--- src/hw/rtl/skt_pkg.sv ---
package skt_pkg;

   // operation codes
   localparam logic [2:0] OP_INSERT = 3'd0;
   localparam logic [2:0] OP_DELETE = 3'd1;
   localparam logic [2:0] OP_SEARCH = 3'd2;
   localparam logic [2:0] OP_COUNT  = 3'd3;
   localparam logic [2:0] OP_CLEAR  = 3'd4;

   // result status codes
   localparam logic [1:0] ST_DONE      = 2'd0;
   localparam logic [1:0] ST_DUPLICATE = 2'd1;
   localparam logic [1:0] ST_NOT_FOUND = 2'd2;
   localparam logic [1:0] ST_FULL      = 2'd3;

   // request item
   typedef struct packed {
      logic [2:0]         op;
      logic signed [31:0] key;
   } skt_req_type;

   // result item
   typedef struct packed {
      logic [1:0] status;
      logic [4:0] position;
      logic [4:0] entries_held;
   } skt_rsp_type;

   // controller to datapath commands
   typedef struct packed {
      logic       capture;
      logic       count_clr;
      logic       scan;
      logic       sh_init_up;
      logic       sh_init_dn;
      logic       shift_up;
      logic       shift_dn;
      logic       count_inc;
      logic       count_dec;
      logic       load_rsp;
      logic       pos_zero;
      logic [1:0] status;
   } skt_cmd_type;

   // datapath to controller status
   typedef struct packed {
      logic scan_done;
      logic hit;
      logic full;
      logic up_last;
      logic dn_last;
   } skt_stat_type;

endpackage

--- src/hw/rtl/skt_datapath.sv ---
module skt_datapath #(
   parameter int DEPTH = 16
) (
   input  logic                 clock,
   input  logic                 reset,
   input  logic signed [31:0]   req_key,
   input  skt_pkg::skt_cmd_type cmd,
   output skt_pkg::skt_stat_type stat,
   output skt_pkg::skt_rsp_type rsp_data
);

   localparam int CW = $clog2(DEPTH + 1);
   localparam int AW = $clog2(DEPTH);
   localparam int OW = (CW > 5) ? CW : 5;

   // key memory, ascending in slots below the fill count
   logic [31:0] mem [DEPTH];

   logic signed [31:0] key_ff;
   logic [CW-1:0]      count_ff;
   logic [CW-1:0]      walk_ff;
   logic [CW-1:0]      sh_ff;
   logic [CW-1:0]      pos_ff;
   logic               hit_ff;
   logic signed [31:0] rd_data_ff;
   logic [CW-1:0]      rd_idx_ff;
   logic               rd_vld_ff;
   logic               wr_vld_ff;
   logic [CW-1:0]      wr_idx_ff;
   logic               wr_key_ff;
   skt_pkg::skt_rsp_type rsp_ff;

   logic [CW-1:0] rd_addr_in;
   logic [CW-1:0] sh_dec;
   logic [CW-1:0] sh_inc;
   logic          at_end;
   logic          not_less;
   logic [OW-1:0] pos_ext;
   logic [OW-1:0] cnt_ext;

   assign sh_dec   = sh_ff - CW'(1);
   assign sh_inc   = sh_ff + CW'(1);
   assign at_end   = (rd_idx_ff == count_ff);
   assign not_less = !(rd_data_ff < key_ff);

   assign stat.scan_done = rd_vld_ff && (at_end || not_less);
   assign stat.hit       = hit_ff;
   assign stat.full      = (count_ff == CW'(DEPTH));
   assign stat.up_last   = (sh_ff == pos_ff);
   assign stat.dn_last   = !(sh_inc < count_ff);

   // read address select
   always_comb begin
      if (cmd.shift_up) begin
         rd_addr_in = sh_dec;
      end else if (cmd.shift_dn) begin
         rd_addr_in = sh_inc;
      end else begin
         rd_addr_in = walk_ff;
      end
   end

   // memory port: one registered read, one write from the shift pipeline
   always_ff @(posedge clock) begin
      rd_data_ff <= mem[rd_addr_in[AW-1:0]];
      if (wr_vld_ff) begin
         mem[wr_idx_ff[AW-1:0]] <= wr_key_ff ? key_ff : rd_data_ff;
      end
   end

   // fill count
   always_ff @(posedge clock) begin
      if (reset) begin
         count_ff <= '0;
      end else if (cmd.count_clr) begin
         count_ff <= '0;
      end else if (cmd.count_inc) begin
         count_ff <= count_ff + CW'(1);
      end else if (cmd.count_dec) begin
         count_ff <= count_ff - CW'(1);
      end
   end

   // pending write stage
   always_ff @(posedge clock) begin
      if (reset) begin
         wr_vld_ff <= 1'b0;
         rd_vld_ff <= 1'b0;
      end else begin
         rd_vld_ff <= cmd.scan;
         wr_vld_ff <= (cmd.shift_up) || (cmd.shift_dn && (sh_inc < count_ff));
      end
   end

   // walk, shift index and search result
   always_ff @(posedge clock) begin
      rd_idx_ff <= walk_ff;
      if (cmd.capture) begin
         key_ff  <= req_key;
         walk_ff <= '0;
      end else if (cmd.scan) begin
         walk_ff <= walk_ff + CW'(1);
      end
      if (cmd.scan && stat.scan_done) begin
         pos_ff <= rd_idx_ff;
         hit_ff <= !at_end && (rd_data_ff == key_ff);
      end
      if (cmd.sh_init_up) begin
         sh_ff <= count_ff;
      end else if (cmd.sh_init_dn) begin
         sh_ff <= pos_ff;
      end else if (cmd.shift_up && !stat.up_last) begin
         sh_ff <= sh_dec;
      end else if (cmd.shift_dn) begin
         sh_ff <= sh_inc;
      end
      if (cmd.shift_up) begin
         wr_idx_ff <= sh_ff;
         wr_key_ff <= stat.up_last;
      end else begin
         wr_idx_ff <= sh_ff;
         wr_key_ff <= 1'b0;
      end
   end

   // result register
   assign pos_ext = OW'(pos_ff);
   assign cnt_ext = OW'(count_ff);

   always_ff @(posedge clock) begin
      if (cmd.load_rsp) begin
         rsp_ff.status       <= cmd.status;
         rsp_ff.position     <= cmd.pos_zero ? 5'd0 : pos_ext[4:0];
         rsp_ff.entries_held <= cnt_ext[4:0];
      end
   end

   assign rsp_data = rsp_ff;

endmodule

--- src/hw/rtl/skt_ctrl.sv ---
module skt_ctrl (
   input  logic                  clock,
   input  logic                  reset,
   input  logic                  req_valid,
   input  logic [2:0]            req_op,
   output logic                  req_stall,
   output logic                  rsp_valid,
   input  logic                  rsp_stall,
   input  skt_pkg::skt_stat_type stat,
   output skt_pkg::skt_cmd_type  cmd
);

   typedef enum logic [2:0] {
      IDLE,
      SCAN,
      DECIDE,
      SHIFT_UP,
      SHIFT_DN,
      DRAIN,
      RESP
   } state_type;

   state_type  state_ff;
   logic [2:0] op_ff;
   logic [1:0] st_ff;
   logic       pz_ff;
   logic       rsp_valid_ff;
   logic       accept;
   logic       rsp_free;

   assign req_stall = (state_ff != IDLE);
   assign accept    = req_valid && (state_ff == IDLE);
   assign rsp_free  = !rsp_valid_ff || !rsp_stall;
   assign rsp_valid = rsp_valid_ff;

   // command decode
   always_comb begin
      cmd            = '0;
      cmd.status     = st_ff;
      cmd.pos_zero   = pz_ff;
      cmd.capture    = accept;
      cmd.count_clr  = accept && (req_op == skt_pkg::OP_CLEAR);
      cmd.scan       = (state_ff == SCAN);
      cmd.shift_up   = (state_ff == SHIFT_UP);
      cmd.shift_dn   = (state_ff == SHIFT_DN);
      cmd.sh_init_up = (state_ff == DECIDE) && (op_ff == skt_pkg::OP_INSERT)
                       && !stat.hit && !stat.full;
      cmd.sh_init_dn = (state_ff == DECIDE) && (op_ff == skt_pkg::OP_DELETE) && stat.hit;
      cmd.count_inc  = (state_ff == DRAIN) && (op_ff == skt_pkg::OP_INSERT);
      cmd.count_dec  = (state_ff == DRAIN) && (op_ff == skt_pkg::OP_DELETE);
      cmd.load_rsp   = (state_ff == RESP) && rsp_free;
   end

   // sequencer
   always_ff @(posedge clock) begin
      if (reset) begin
         state_ff     <= IDLE;
         rsp_valid_ff <= 1'b0;
         op_ff        <= skt_pkg::OP_COUNT;
         st_ff        <= skt_pkg::ST_DONE;
         pz_ff        <= 1'b1;
      end else begin
         if (cmd.load_rsp) begin
            rsp_valid_ff <= 1'b1;
         end else if (!rsp_stall) begin
            rsp_valid_ff <= 1'b0;
         end
         case (state_ff)
            IDLE: begin
               if (accept) begin
                  op_ff <= req_op;
                  case (req_op) inside
                     skt_pkg::OP_INSERT, skt_pkg::OP_DELETE, skt_pkg::OP_SEARCH: begin
                        state_ff <= SCAN;
                     end
                     default: begin
                        st_ff    <= skt_pkg::ST_DONE;
                        pz_ff    <= 1'b1;
                        state_ff <= RESP;
                     end
                  endcase
               end
            end
            SCAN: begin
               if (stat.scan_done) begin
                  state_ff <= DECIDE;
               end
            end
            DECIDE: begin
               case (op_ff)
                  skt_pkg::OP_INSERT: begin
                     pz_ff <= 1'b0;
                     if (stat.hit) begin
                        st_ff    <= skt_pkg::ST_DUPLICATE;
                        state_ff <= RESP;
                     end else if (stat.full) begin
                        st_ff    <= skt_pkg::ST_FULL;
                        state_ff <= RESP;
                     end else begin
                        st_ff    <= skt_pkg::ST_DONE;
                        state_ff <= SHIFT_UP;
                     end
                  end
                  skt_pkg::OP_DELETE: begin
                     if (stat.hit) begin
                        st_ff    <= skt_pkg::ST_DONE;
                        pz_ff    <= 1'b0;
                        state_ff <= SHIFT_DN;
                     end else begin
                        st_ff    <= skt_pkg::ST_NOT_FOUND;
                        pz_ff    <= 1'b1;
                        state_ff <= RESP;
                     end
                  end
                  default: begin
                     st_ff    <= stat.hit ? skt_pkg::ST_DONE : skt_pkg::ST_NOT_FOUND;
                     pz_ff    <= !stat.hit;
                     state_ff <= RESP;
                  end
               endcase
            end
            SHIFT_UP: begin
               if (stat.up_last) begin
                  state_ff <= DRAIN;
               end
            end
            SHIFT_DN: begin
               if (stat.dn_last) begin
                  state_ff <= DRAIN;
               end
            end
            DRAIN: begin
               state_ff <= RESP;
            end
            RESP: begin
               if (rsp_free) begin
                  state_ff <= IDLE;
               end
            end
            default: begin
               state_ff <= IDLE;
            end
         endcase
      end
   end

endmodule

--- src/hw/rtl/sorted_key_table.sv ---
// count and clear go straight to the result; search walks the held keys, and insert
// and delete then shift the keys from the found slot on, up or down
// one item at a time: the next accept comes after the result is loaded, once the
// sequencer is back in idle; the walk and shift of the key memory set the pace
// a new item is taken while the previous result waits in the output register
// reset: synchronous, active high; empties the table, key memory is not cleared
module sorted_key_table #(
   parameter int DEPTH = 16
) (
   input  logic                 clock,
   input  logic                 reset,
   input  logic                 req_valid,
   output logic                 req_stall,
   input  skt_pkg::skt_req_type req_data,
   output logic                 rsp_valid,
   input  logic                 rsp_stall,
   output skt_pkg::skt_rsp_type rsp_data
);

   skt_pkg::skt_cmd_type  cmd;
   skt_pkg::skt_stat_type stat;

   // sequencer
   skt_ctrl u_ctrl (
      .clock     (clock),
      .reset     (reset),
      .req_valid (req_valid),
      .req_op    (req_data.op),
      .req_stall (req_stall),
      .rsp_valid (rsp_valid),
      .rsp_stall (rsp_stall),
      .stat      (stat),
      .cmd       (cmd)
   );

   // key memory, walk and shift
   skt_datapath #(
      .DEPTH (DEPTH)
   ) u_datapath (
      .clock    (clock),
      .reset    (reset),
      .req_key  (req_data.key),
      .cmd      (cmd),
      .stat     (stat),
      .rsp_data (rsp_data)
   );

endmodule
--- config.mk ---
export PLATFORM = sky130hd
export DESIGN_NAME = sorted_key_table
export DESIGN_NICKNAME = d
export VERILOG_FILES = /design/src/hw/rtl/skt_pkg.sv /design/src/hw/rtl/skt_datapath.sv /design/src/hw/rtl/skt_ctrl.sv /design/src/hw/rtl/sorted_key_table.sv
export SDC_FILE = /design/constraint.sdc
export NUM_CORES = 1
export LEC_CHECK = 0
export BUFFER_PORTS_ARGS = -buffer_cell sky130_fd_sc_hd__buf_2
export CAP_MARGIN = 20
export CORE_MARGIN = 8
export CORE_UTILIZATION = 55
export CTS_CLUSTER_DIAMETER = 200
export DETAILED_ROUTE_END_ITERATION = 8
export GPL_TIMING_DRIVEN = 0
export PLACE_DENSITY = 0.71
export SLEW_MARGIN = 20
export SYNTH_ARGS = -nofsm -noshare
export SYNTH_HDL_FRONTEND = slang
export SYNTH_SLANG_ARGS = --single-unit
--- constraint.sdc ---
create_clock -name clock -period 9.5 [get_ports clock]
set_input_delay 0.475 -clock clock [delete_from_list [all_inputs] [get_ports clock]]
set_output_delay 0.475 -clock clock [all_outputs]
set_load 0.1 [all_outputs]
==> run_results.csv <==
group,metric,value,unit
hold_path,min_path_cells,1,
placed_design,place_hpwl,49000,microns
sta,finalCriticalPeriod,3860,ps
sta,grt_setup_unrepaired,"false",
synthesis,synth_cell_types,70,
floorplan,ios,53,
layout,fin_nets,2123,
floorplan,start_util,55.4,%
grt,grt_start_max_net_pins,25,
placed_design,place_congestion,0.868,
synthesis,ys_seq_area_share,69.7,%
cts,clk_pin_slew,60,ps
sta,slew_violations,0,
placed_design,dp.cells,2588,
layout,diodes,0,
worst_setup_path,arrival,4090,ps
cts,post_cts_buffers,0,
power_and_ir_drop,ir_drop,0.144,mV
synthesis,yosys_warnings,0,
power_and_ir_drop,power.density,333,mW/mm^2
worst_setup_path,setup.worst_path.class,"reg2reg",
sta,fmax,259,MHz
layout,syn_to_final_growth,14.5,%
cts,holdBufCountCts,0,
grt,grt.overflow.total,0,
synthesis,async_flop_share,0,%
cts,cts_buffers,66,
layout,n_fill_cell,3442,
sta,worst_pin_slew,952,ps
sta,fin_skew,15.1,ps
drt,postRouteAntennaNets,0,
drt,drtIter0Drc,2460,
drt,vias,18000,
drt,drc_errors,0,
grt,grt_pass1_vias,18000,
worst_setup_path,crit_fanout,6,
grt,grt_use_total,26.7,%
worst_setup_path,end_kind,"flop",
floorplan,fp.dieW,235,microns
cts,cts_sinks,631,
sta,setup_viol_count_final,0,
cts,htree_num_levels,3,
grt,antenna_found_initial,1,
synthesis,synth_flop_cell,"edfxtp_1",
grt,grt_pass1_wl,109000,microns
sta,finalSetupTns,0,ps
synthesis,syn_area,0.0263,sq mm
outcome,outcome,"complete, no violations",
cts,clock_latency,600,ps
placed_design,portBuffers,51,
synthesis,synth-edff-count,567,
sta,final_hold_viol_count,0,
floorplan,rows,80,
synthesis,ys_ff_latch,631,
floorplan,core,0.0474,sq mm
cts,clk_path_buf_depth,3,
drt,vias_per_cell,6.64,
synthesis,postSynthCellCount,1890,
floorplan,die_y,235,microns
cts,cts_tree,"yes",
synthesis,syn_avg_cell_area,13.9,sq um
cts,clockRootBuffer,"clkbuf_16",
sta,period_share,40.7,%
layout,final_layout_size_suffix_gt1_share,13.7,%
worst_setup_path,required,9730,ps
layout,finalNonFillerCells,2707,
worst_setup_path,start_kind,"flop",
synthesis,syn_nets,1972,
floorplan,die-area,0.0550,sq mm
drt,totalWireLength,73900,microns
power_and_ir_drop,leakagePower,0.0103,uW
sta,slew_headroom,36.5,%
drt,drtPass1Iterations,6,
cts,cts-resized-gates,0,
run,max-cap-violations,0,
worst_setup_path,ff2ff_path_depth,8,
hold_path,min_path_type,"in2reg",
drt,wire_per_inst,27.3,microns
[cells in the final DEF, fill, tap and decap left out, drive strengths merged, types with 49 or more instances in the layout]
cell type  netlist  routed
and3            65      65
a211oi          66      66
o21ai          142     142
nor2            49      49
a32oi          130     130
edfxtp         567     567
buf             57     140
dfxtp           64      64
nand2          163     163
nand3           74      74
clkbuf          96     190
[metrics by stage]
stage | util, % | hold slack (ps) | area (sq um) | total power (uW) | setup WS [ps]
2_1_floorplan | - | 349 | 26300 | 6000 | 6000
3_3_place_gp | 57.5 | 355 | 27300 | 7170 | 3930
3_5_place_dp | 58.7 | 356 | 27800 | 7300 | 5690
4_1_cts | 63.4 | 29.6 | 30100 | 9940 | 5640
5_1_grt | 63.4 | 37.1 | 30100 | 10400 | 5530
6_report | 63.4 | 51.7 | 30100 | 10000 | 5640
[metal layers]
layer / share of wire, % / track usage (%) / vias to the layer above
met3: 11 / 5.64 / 238
met2: 47 / 42.8 / 1143
li1: - / - / 7769
met1: 38 / 34.5 / 8826
met5: 0 / 0 / -
met4: 4.4 / 13.0 / 0
[cell families (layout without fill, tap and decap cells)]
logic type | after synthesis | in the layout | share of synthesized area (%)
compound gates | 532 | 532 | 14.6
flops | 631 | 631 | 69.7
fa+ha+maj | 43 | 43 | 2.08
simple gates | 420 | 420 | 7.87
buf+inv | 199 | 401 | 3.23
xor+xnor | 24 | 24 | 0.800
mux | 41 | 41 | 1.71
[path summary, 6_finish.rpt]
path	start	end	slack, ps
setup / recovery	u_datapath.key_ff[31]	u_datapath.pos_ext[0]	5640
hold / removal	req_data[11]	u_datapath.key_ff[11]	50
setup reg to reg	u_datapath.key_ff[31]	u_datapath.pos_ext[0]	5640
hold reg to reg	u_datapath.walk_ff[4]	u_datapath.rd_idx_ff[4]	370
[registers in the layout, summed over array words and instances, names as in the netlist]
register / cells
u_datapath.cnt_ext: 5
u_datapath.wr_key_ff: 1
u_ctrl.op_ff: 3
u_datapath.rd_data_ff: 32
u_datapath.pos_ext: 5
u_datapath.rd_idx_ff: 5
u_datapath.wr_vld_ff: 1
u_datapath.rd_vld_ff: 1
u_ctrl.pz_ff: 1
u_datapath.mem: 512
u_datapath.key_ff: 32
u_datapath.walk_ff: 5
u_datapath.wr_idx_ff: 4
u_ctrl.state_ff: 3
u_datapath.rsp_data: 12
u_ctrl.st_ff: 2
u_datapath.hit_ff: 1
u_datapath.sh_ff: 5
u_ctrl.rsp_valid: 1
[worst max-delay path, stage by stage (launching register included)]
cell	delay (ps)
edfxtp_1	410
inv_1	70
ha_1	470
nand4_1	380
nor4_1	470
nand2_1	390
nor3_1	640
o31ai_1	180
nor2_1	480
[power by group]
| part | internal, uW | switching, uW | total, uW |
|---|---|---|---|
| logic | 1110 | 2540 | 3650 |
| registers | 3580 | 122 | 3700 |
| clock network | 1600 | 1060 | 2660 |
| total | 6290 | 3720 | 10000 |
[layout make-up]
type / instances / area [sq um] / area share [%]
multi-input combinational: 1060 / 7220 / 24.0
clock inverter: 25 / 288 / 0.957
clock buffer: 94 / 1930 / 6.41
buffer: 153 / 679 / 2.26
inverter: 46 / 173 / 0.574
sequential: 631 / 18300 / 60.9
timing repair buffer: 83 / 696 / 2.31
tap: 615 / 769 / 2.56
[cell usage after synthesis (35+ instances only)]
library cell  number  share of area, %
nand3_1           74               1.4
dfxtp_1           64               4.9
a211oi_1          66               1.9
a21oi_1           35              0.67
nor2_1            48              0.69
o21ai_0          141               2.7
nand2_1          163               2.3
clkbuf_1          94               1.3
inv_1             46              0.66
and3_1            65               1.5
ha_1              42               2.0
a32oi_1          129               4.3
edfxtp_1         567                65
Note: power is estimated with default switching activity, not from simulation.
